$ cat config.mk
export PLATFORM = sky130hd
export DESIGN_NAME = ibm97_back_flat
export DESIGN_NICKNAME = d
export VERILOG_FILES = /design/src/sv/ibm97_pkg.sv /design/src/sv/ibm97_if.sv /design/src/sv/ibm97_back.sv /design/src/flat_wrapper.sv
export SDC_FILE = /design/constraint.sdc
export NUM_CORES = 1
export LEC_CHECK = 0
export ABC_AREA = 1
export BUFFER_PORTS_ARGS = -buffer_cell sky130_fd_sc_hd__buf_2
export CAP_MARGIN = 0
export CORE_ASPECT_RATIO = 0.8
export CORE_MARGIN = 5
export CORE_UTILIZATION = 60
export CTS_CLUSTER_SIZE = 8
export DETAILED_ROUTE_END_ITERATION = 16
export PLACE_DENSITY_LB_ADDON = 0.3
export SETUP_SLACK_MARGIN = 0.05
export SKIP_LAST_GASP = 1
export SYNTH_ARGS = -nofsm -noshare
export SYNTH_HDL_FRONTEND = slang
export SYNTH_SLANG_ARGS = --single-unit
$ cat constraint.sdc
create_clock -name i_clk -period 5.63 [get_ports i_clk]
set_input_delay 0.2815 -clock i_clk [delete_from_list [all_inputs] [get_ports i_clk]]
set_output_delay 0.2815 -clock i_clk [all_outputs]
set_load 0.01 [all_outputs]
$ cat src/sv/ibm97_pkg.sv
// Package for the IBAN mod-97 checker.
// Character codes, format constants, the classified item and the verdict codes.
// No dependencies.
package ibm97_pkg;

    localparam int unsigned IbanLen   = 27;
    localparam int unsigned CountSat  = 28;
    localparam int unsigned Modulus   = 97;
    localparam int unsigned CountW    = 5;
    localparam int unsigned LetterOfs = 10;

    // "F" (15) and "R" (27) folded behind the body: each fold of two digits is x3 mod 97
    localparam int unsigned TailFold  = (15 * 9 + 27 * 3) % Modulus;

    localparam logic [7:0] ChSpace = 8'h20;
    localparam logic [7:0] ChF     = 8'h46;
    localparam logic [7:0] ChR     = 8'h52;
    localparam logic [7:0] ChZero  = 8'h30;
    localparam logic [7:0] ChNine  = 8'h39;
    localparam logic [7:0] ChA     = 8'h41;
    localparam logic [7:0] ChZ     = 8'h5A;

    typedef enum logic [1:0] {
        KIND_SKIP,
        KIND_DIGIT,
        KIND_UPPER,
        KIND_OTHER
    } t_kind;

    typedef struct packed {
        t_kind      kind;
        logic [5:0] value;   // digit 0..9 or letter 10..35
        logic       is_f;
        logic       is_r;
        logic       last;
    } t_item;

    typedef enum logic [1:0] {
        VERDICT_EMPTY   = 2'd0,
        VERDICT_VALID   = 2'd1,
        VERDICT_INVALID = 2'd2
    } t_verdict;

endpackage

$ cat src/sv/ibm97_if.sv


interface ibm97_out_if;
    logic       valid;
    logic       ready;
    logic [1:0] verdict;

    modport source (output valid, output verdict, input ready);
    modport sink   (input valid, input verdict, output ready);
endinterface

$ cat src/sv/ibm97_back.sv
// Back end of the IBAN mod-97 checker: format tracking, running mod-97 remainder,
// final fold and verdict output register. Depends on ibm97_pkg and ibm97_out_if.
module ibm97_back
    import ibm97_pkg::*;
(
    input  logic          i_clk,
    input  logic          i_rst_n,
    input  logic          i_valid,
    input  t_item         i_item,
    output logic          o_pop,
    ibm97_out_if.source   o_res
);

    localparam int unsigned MaxQuot = (10 * (Modulus - 1) + 9) / Modulus;
    localparam int unsigned FinQuot = (27 * (Modulus - 1) + 99 + TailFold) / Modulus;

    typedef struct packed {
        logic       empty;
        logic       bad;
        logic [6:0] rem;
        logic [6:0] chk;
    } t_final;

    // Reduce a value below ten times the modulus
    function automatic logic [6:0] mod97(input logic [9:0] x);
        logic [9:0] sub;
        sub = '0;
        for (int k = 1; k <= MaxQuot; k++) begin
            if (x >= 10'(k * Modulus)) begin
                sub = 10'(k * Modulus);
            end
        end
        return 7'(x - sub);
    endfunction

    logic [CountW-1:0] r_count, n_count;
    logic              r_fmt_good, n_fmt_good;
    logic [6:0]        r_rem, n_rem;
    logic [6:0]        r_chk, n_chk;
    logic [6:0]        upd_rem;
    logic [6:0]        upd_chk;
    logic              upd_fmt;
    logic [CountW-1:0] upd_count;

    t_final            r_fin;
    logic              r_fin_valid;
    logic              r_out_valid;
    t_verdict          r_out_verdict;
    t_verdict          fin_verdict;
    logic [11:0]       fin_sum;
    logic              fin_hit;
    logic              out_take, fin_move, fin_free, take_last;

    assign out_take  = !r_out_valid || o_res.ready;
    assign fin_move  = r_fin_valid && out_take;
    assign fin_free  = !r_fin_valid || out_take;
    assign o_pop     = i_valid && (!i_item.last || fin_free);
    assign take_last = o_pop && i_item.last;

    // Character update
    always_comb begin
        upd_count = r_count;
        upd_fmt   = r_fmt_good;
        upd_rem   = r_rem;
        upd_chk   = r_chk;
        if (o_pop && i_item.kind != KIND_SKIP && r_count < CountW'(CountSat)) begin
            upd_count = r_count + 1'b1;
            if (r_count < CountW'(IbanLen)) begin
                case (r_count)
                    CountW'(0): begin
                        if (!i_item.is_f) upd_fmt = 1'b0;
                    end
                    CountW'(1): begin
                        if (!i_item.is_r) upd_fmt = 1'b0;
                    end
                    CountW'(2): begin
                        if (i_item.kind == KIND_DIGIT) upd_chk = 7'(i_item.value) * 7'd10;
                        else upd_fmt = 1'b0;
                    end
                    CountW'(3): begin
                        if (i_item.kind == KIND_DIGIT) upd_chk = r_chk + 7'(i_item.value);
                        else upd_fmt = 1'b0;
                    end
                    default: begin
                        // r*100 is 3r modulo 97
                        if (i_item.kind == KIND_DIGIT) begin
                            upd_rem = mod97(10'(r_rem) * 10'd10 + 10'(i_item.value));
                        end else if (i_item.kind == KIND_UPPER) begin
                            upd_rem = mod97(10'(r_rem) * 10'd3 + 10'(i_item.value));
                        end else begin
                            upd_fmt = 1'b0;
                        end
                    end
                endcase
            end
        end
        // Drop all state after a verdict
        if (take_last) begin
            n_count    = '0;
            n_fmt_good = 1'b1;
            n_rem      = '0;
            n_chk      = '0;
        end else begin
            n_count    = upd_count;
            n_fmt_good = upd_fmt;
            n_rem      = upd_rem;
            n_chk      = upd_chk;
        end
    end

    always_ff @(posedge i_clk) begin
        if (!i_rst_n) begin
            r_count    <= '0;
            r_fmt_good <= 1'b1;
            r_rem      <= '0;
            r_chk      <= '0;
        end else begin
            r_count    <= n_count;
            r_fmt_good <= n_fmt_good;
            r_rem      <= n_rem;
            r_chk      <= n_chk;
        end
    end

    // Final stage: hold the text summary
    always_ff @(posedge i_clk) begin
        if (!i_rst_n) begin
            r_fin_valid <= 1'b0;
        end else if (take_last) begin
            r_fin_valid <= 1'b1;
        end else if (fin_move) begin
            r_fin_valid <= 1'b0;
        end
    end

    always_ff @(posedge i_clk) begin
        if (take_last) begin
            r_fin.empty <= (upd_count == '0);
            r_fin.bad   <= (upd_count != CountW'(IbanLen)) || !upd_fmt;
            r_fin.rem   <= upd_rem;
            r_fin.chk   <= upd_chk;
        end
    end

    // Fold F, R and the check digits behind the body: 27r + 22 + chk, then test for 1 mod 97
    always_comb begin
        fin_sum = 12'(r_fin.rem) * 12'd27 + 12'(r_fin.chk) + 12'(TailFold);
        fin_hit = 1'b0;
        for (int k = 0; k <= FinQuot; k++) begin
            if (fin_sum == 12'(k * Modulus + 1)) fin_hit = 1'b1;
        end
        if (r_fin.empty) begin
            fin_verdict = VERDICT_EMPTY;
        end else if (r_fin.bad || !fin_hit) begin
            fin_verdict = VERDICT_INVALID;
        end else begin
            fin_verdict = VERDICT_VALID;
        end
    end

    always_ff @(posedge i_clk) begin
        if (!i_rst_n) begin
            r_out_valid <= 1'b0;
        end else if (fin_move) begin
            r_out_valid <= 1'b1;
        end else if (o_res.ready) begin
            r_out_valid <= 1'b0;
        end
    end

    always_ff @(posedge i_clk) begin
        if (fin_move) begin
            r_out_verdict <= fin_verdict;
        end
    end

    assign o_res.valid   = r_out_valid;
    assign o_res.verdict = r_out_verdict;

`ifndef SYNTHESIS
    a_count_sat: assert property (@(posedge i_clk) disable iff (!i_rst_n)
        r_count <= CountW'(CountSat))
        else $error("character count beyond saturation");

    a_rem_range: assert property (@(posedge i_clk) disable iff (!i_rst_n)
        r_rem < 7'(Modulus))
        else $error("remainder not reduced");

    a_chk_range: assert property (@(posedge i_clk) disable iff (!i_rst_n)
        r_chk <= 7'd99)
        else $error("check digits out of range");

    a_clear_after_last: assert property (@(posedge i_clk) disable iff (!i_rst_n)
        take_last |=> (r_count == '0) && r_fmt_good && (r_rem == '0) && r_fin_valid)
        else $error("state not cleared after end of text");

    a_fin_held: assert property (@(posedge i_clk) disable iff (!i_rst_n)
        r_fin_valid && !out_take |=> r_fin_valid && $stable(r_fin))
        else $error("final stage lost while output stalled");
`endif

endmodule

$ cat src/flat_wrapper.sv
// flat-port wrapper written by rule: the top's interface ports become plain ports
module ibm97_back_flat import ibm97_pkg::*;
  (i_clk, i_rst_n, i_valid, i_item, o_pop, o_res_valid, o_res_verdict, o_res_ready);
  ibm97_out_if o_res_i ();
  input  logic i_clk;
  input  logic i_rst_n;
  input  logic i_valid;
  input  t_item i_item;
  output logic o_pop;
  output wire logic [$bits(o_res_i.valid)-1:0] o_res_valid;
  output wire logic [$bits(o_res_i.verdict)-1:0] o_res_verdict;
  input wire logic [$bits(o_res_i.ready)-1:0] o_res_ready;
  assign o_res_valid = o_res_i.valid;
  assign o_res_verdict = o_res_i.verdict;
  assign o_res_i.ready = o_res_ready;
  ibm97_back u_core (.i_clk(i_clk), .i_rst_n(i_rst_n), .i_valid(i_valid), .i_item(i_item), .o_pop(o_pop), .o_res(o_res_i));
endmodule
# --- After elaboration in Yosys (flattened, before gate mapping) ---
# Index checks and enable logic that the tools add are counted.
word_totals:
  regBits: 40
  input_bits: 15
  word_cells: 180
classes:
  addsub: 8
  multipliers: 4
  magnitude_cmp: 20
  eq_ne: 34
  muxes: 79
  bitwise_logic: 1
  reduce_logical: 23
ops:
  columns: ["cell", "count"]
  rows:
  - ["2-to-1 mux 7 bit", 36]
  - ["== test 12 x 11 -> 1 bit, second input constant", 11]
  - [">= comparator 10 bit, second input constant", 8]
  - ["== test 12 bit, second input constant", 6]
  - ["== test 12 x 10 -> 1 bit, second input constant", 5]
  - [">= comparator 10 x 9 -> 1 bit, second input constant", 6]
  - ["2-to-1 mux 1 bit", 39]
  - ["== test 12 x 9 -> 1 bit, second input constant", 3]
  - [">= comparator 10 x 7 -> 1 bit, second input constant", 2]
  - [">= comparator 10 x 8 -> 1 bit, second input constant", 2]
  - ["one-hot mux 7 bit (2 select lines)", 1]
  - ["subtractor 7 bit", 2]
  - ["adder 12 x 5 -> 12 bit, second input constant", 1]
  - ["adder 12 x 7 -> 12 bit", 1]
  - ["== test 12 x 1 -> 1 bit, second input constant", 1]
  - ["== test 12 x 7 -> 1 bit, second input constant", 1]
  - ["== test 12 x 8 -> 1 bit, second input constant", 1]
  - ["multiplier 7 x 5 -> 12 bit, second input constant", 1]
  - ["adder 10 x 6 -> 10 bit", 1]
  - ["adder 9 x 6 -> 10 bit", 1]
  - ["== test 5 x 2 -> 1 bit, second input constant", 2]
  - ["logical NOT 5 bit", 2]
  - ["< comparator 5 bit, second input constant", 2]
  - ["multiplier 7 x 2 -> 9 bit, second input constant", 1]
  - ["other kinds (18)", 33]

# --- Longest topological paths before layout ---
depth:
  word_depth: 35
  depth_mapped: 37

# --- Worst setup path after synthesis ---
# OpenSTA, ideal clock, no wires.
synth_path:
  path_type: "reg-to-reg"
  start: "register u_core.r_rem[1]"
  end: "register u_core.r_fin[13] (netlist name), data pin"
  arrival_time_ns: 4.412
  setup_slack_ns: 0.963
  path_stages_with_launch: 36
  n_path_buf: 0
  path_cell_list: "dfxtp_1 -> ha_1 -> ha_1 -> inv_1 -> fa_1 -> inv_1 -> ha_1 -> nand2_1 -> nor2_1 -> nand2_1 -> nand3_1 -> nand2_1 -> nor2_1 -> nand2_1 -> nand2_2 -> nand2_1 -> nand2_1 -> and2_1 -> nand2_1 -> nand2_1 -> nand2_1 -> nand2_1 -> nand2_1 -> nand2_1 -> ha_1 -> inv_1 -> fa_1 -> a21oi_1 -> o21ai_0 -> a21oi_1 -> xor2_1 -> nand2_1 -> nand3_1 -> nand2_1 -> nand2_1 -> nand2_1"
synth_between:
  elab_chain_cells: 23
synth_rtl:
  columns: ["element", "line_no", "source"]
  rows:
  - ["from (decl)", "ibm97_back.sv:38", "logic [6:0] r_rem, n_rem;"]
  - ["from (signal assigned)", "ibm97_back.sv:120", "r_rem <= n_rem;"]
  - ["multiplier 7 x 2 -> 9 bit", "ibm97_back.sv:89", "upd_rem = mod97(10'(r_rem) * 10'd3 + 10'(i_item.value));"]
  - ["adder 9 x 6 -> 10 bit", "ibm97_back.sv:89", null]
  - [">= comparator 10 x 7 -> 1 bit", "ibm97_back.sv:29", "if (x >= 10'(k * Modulus)) begin"]
  - ["2-to-1 mux 7 bit (9 in series)", "ibm97_back.sv:29", null]
  - ["2-to-1 mux 7 bit", "ibm97_back.sv:88", "end else if (i_item.kind == KIND_UPPER) begin"]
  - ["2-to-1 mux 7 bit", "ibm97_back.sv:86", "if (i_item.kind == KIND_DIGIT) begin"]
  - ["2-to-1 mux 7 bit", "ibm97_back.sv:69", "case (r_count)"]
  - ["2-to-1 mux 7 bit", "ibm97_back.sv:68", "if (r_count < CountW'(IbanLen)) begin"]
  - ["2-to-1 mux 7 bit", "ibm97_back.sv:66", "if (o_pop && i_item.kind != KIND_SKIP && r_count < CountW'(CountSat)) begin"]
  - ["subtractor 7 bit", "ibm97_back.sv:33", "return 7'(x - sub);"]
  - ["2-to-1 mux 7 bit", "ibm97_back.sv:88", null]
  - ["2-to-1 mux 7 bit (*)", "ibm97_back.sv:86", null]
  - ["2-to-1 mux 7 bit (*)", "ibm97_back.sv:69", null]
  - ["2-to-1 mux 7 bit (*)", "ibm97_back.sv:68", null]
  - ["2-to-1 mux 7 bit (*)", "ibm97_back.sv:66", null]
  - ["via u_core.upd_rem[6]", "ibm97_back.sv:40", "logic [6:0] upd_rem;"]
  - ["to (decl)", "ibm97_back.sv:45", "t_final r_fin;"]
# Mark *: on every way through the listed nets, which the timed path passes. The rest lies on a longest branch. The select of a mux whose other input is x is not followed.
# A chain may end at the register's enable or synchronous reset.

# --- Worst setup path in the final report ---
# Ends and elaborated chain as after synthesis.

==> impl_metrics.json <==
{
  "path_common_cell": "nand2_1",
  "seq_power_share_pct": 21.4,
  "period_minus_slack_ps": 5110,
  "critical_path.slowest_cell": "fa_1",
  "crit_arrival_ps": 5150,
  "cts_setup_buffers": 0,
  "min_path_type": "input port to register",
  "cts_tree": "done",
  "nets": 949,
  "p_sw_mw": 0.704,
  "cts_buffers": 5,
  "async_flop_share_pct": 0,
  "ys.flop_type": "dfxtp_1",
  "cts_buffer_depth": 2,
  "first_pass_iters": 5,
  "htreeDepth": 2,
  "worstSetupStartpointType": "register",
  "die_w_um": 118,
  "gr-total-overflow": 0,
  "yosysWarnings": 0,
  "status": "completed",
  "p_total_mw": 1.50,
  "syn_to_final_growth_pct": 7.28,
  "cts.sinks": 40,
  "place_ws_ps": 453,
  "cp.required_ps": 5670,
  "drv_cap": 0,
  "drt_wl_total_um": 13100,
  "synth_seq_cells": 40,
  "maxSlewHeadroom_pct": 54.0,
  "n_fill_cell": 817,
  "cp_max_fo": 6,
  "avgSynthCellArea_sq_um": 6.98,
  "grt_use_total_pct": 23.9,
  "vias": 5241,
  "insertion_delay_ps": 280,
  "antenna_cells": 0,
  "wl_per_cell_um": 14.0,
  "timing.final.crit_share_pct": 90.7,
  "setup.worst_path.end_class": "register",
  "grt_first_pass_wirelength_um": 22500,
  "final_util_pct": 66.2,
  "holdBufCountCts": 0,
  "powerDensity_mw_per_mm2": 250,
  "yosysSeqAreaShare_pct": 17.5,
  "internal-power_mw": 0.798,
  "crit_type": "register to register",
  "drive_above_1_share_pct": 7.38,
  "drt-initial-drc-count": 377,
  "switching_share_pct": 46.9,
  "skew_ps": 3.17,
  "post-route-drc-count": 0,
  "hold_viol": 0,
  "vias_per_cell": 5.56,
  "syn_area_sq_mm": 0.00560,
  "clock.fmax_mhz": 196,
  "slew_viol_final": 0,
  "syn_nets": 926,
  "peakVddDrop_mv": 0.363,
  "whs_ps": 245,
  "grt_pass1_vias": 4891,
  "ys_types": 46,
  "pwr-share-comb_pct": 56.9,
  "ios": 19,
  "finalSetupTns_ps": 0,
  "synth-edff-count": 18,
  "dp_hpwl_um": 11200,
  "start_util_pct": 61.7,
  "cts_root_buffer": "clkbuf_16",
  "setup_ws_ps": 524,
  "antenna_left": 0,
  "netlist_instances": 803,
  "dieArea_sq_mm": 0.0114,
  "rsz0062_at_grt": "no",
  "die_h_um": 96.4,
  "placement.io_buffers": 18,
  "grt_max_degree": 20,
  "p_leak_nw": 3.18,
  "clk_pin_slew_ps": 60,
  "core_sq_mm": 0.00908,
  "row_count": 31,
  "antenna_found_initial": 0,
  "slowest_delay_ps": 480,
  "place.gp.congestion": 0.920,
  "clkPwrFrac_pct": 21.7,
  "setup_viol": 0,
  "tightest_slew_ps": 688
}
## registers in the layout, indices dropped and copies added (netlist names)
signal	count
u_core.o_res.valid	1
u_core.o_res.verdict	2
u_core.r_chk	7
u_core.r_count	5
u_core.r_fin	16
u_core.r_fin_valid	1
u_core.r_fmt_good	1
u_core.r_rem	7
## routing by layer
metal | global-route usage [%] | vias up | wire (um)
met5 | 0 | - | 0
met4 | 3.34 | 0 | 66
met3 | 4.95 | 8 | 940
met2 | 39.5 | 172 | 5760
met1 | 33.5 | 2392 | 6370
li1 | - | 2669 | -
## cell usage in the layout, fill, tap and decap left out, drive strengths merged, types with 6 or more instances in the layout
master  netlist  final
nand2       184    184
inv         146    147
nor2         82     82
ha           81     81
nand3        72     72
a21oi        49     49
fa           27     27
o21ai        26     26
dfxtp        22     22
xor2         20     20
buf           1     18
edfxtp       18     18
nand4        17     17
nor3          8      8
or2           7      7
xnor2         6      6
o22ai         6      6
## Yosys cell counts, drive strengths merged, types with 3 or more instances
| cell | n | area, sq um |
|---|---|---|
| edfxtp | 18 | 541 |
| nand4 | 17 | 113 |
| inv | 146 | 548 |
| nand3 | 72 | 360 |
| o21ai | 26 | 130 |
| a21oi | 49 | 257 |
| or2 | 7 | 43.8 |
| o22ai | 6 | 37.5 |
| xor2 | 20 | 201 |
| fa | 27 | 541 |
| nor3 | 8 | 40.0 |
| dfxtp | 22 | 440 |
| o211ai | 3 | 36.3 |
| ha | 81 | 1010 |
| xnor2 | 6 | 52.6 |
| a31oi | 5 | 31.3 |
| nand2 | 184 | 698 |
| nor2 | 82 | 323 |
## cells by family (layout without fill, tap and decap cells)
| group | count (synthesis) | after routing | share of synthesized area [%] |
|---|---|---|---|
| flops | 40 | 40 | 17.5 |
| buf+inv | 150 | 174 | 10.1 |
| fa+ha+maj | 108 | 108 | 27.7 |
| compound gates | 104 | 104 | 11.4 |
| xor+xnor | 26 | 26 | 4.53 |
| simple gates | 375 | 375 | 28.8 |
## what timing repair did
action	4_1_cts	5_1_grt
hold endpoints to repair	0	0
gates resized for setup	0	4
endpoints found under the setup margin	0	2
## cell type report
type	instances	area (sq um)	area share [%]
clock inverter	3	46.3	0.770
timing repair buffer	18	90.1	1.50
clock buffer	5	125	2.08
multi-input combinational	613	4070	67.6
inverter	148	556	9.24
tap	115	144	2.39
sequential	40	983	16.4
## critical path: cells and delay by family, from the launching register on
kind            cells  cell delay (ps)
compound gates      3              460
xor+xnor            1              190
fa+ha+maj           6             1900
buf+inv             4              230
flops               1              370
simple gates       20             1700
## power by group through the flow
stage	Sequential [mW]	Combinational, mW	Clock, mW
after CTS	0.321	0.844	0.331
final	0.321	0.855	0.326
after global routing	0.322	0.961	0.344
after floorplan	0.325	0.666	0
after detailed placement	0.327	0.838	0
after global placement	0.327	0.815	0
## path summary, 6_finish.rpt
path | from | end | slack, ps | cells past startpoint
max | u_core.r_rem[1] | u_core.r_fin[13] | 520 | 34
min | i_rst_n | u_core.r_fin_valid | 250 | 3
max reg2reg | u_core.r_rem[1] | u_core.r_fin[13] | 520 | 34
min reg2reg | u_core.r_chk[3] | u_core.r_chk[3] | 490 | 2
## metrics by stage
| stage | area (sq um) | std cells |
|---|---|---|
| after floorplan | 5600 | 803 |
| after global placement | 5830 | 934 |
| after detailed placement | 5830 | 934 |
| after CTS | 6000 | 942 |
| after global routing | 6010 | 942 |
| final | 6010 | 942 |
Note: power is estimated with default switching activity, not from simulation.
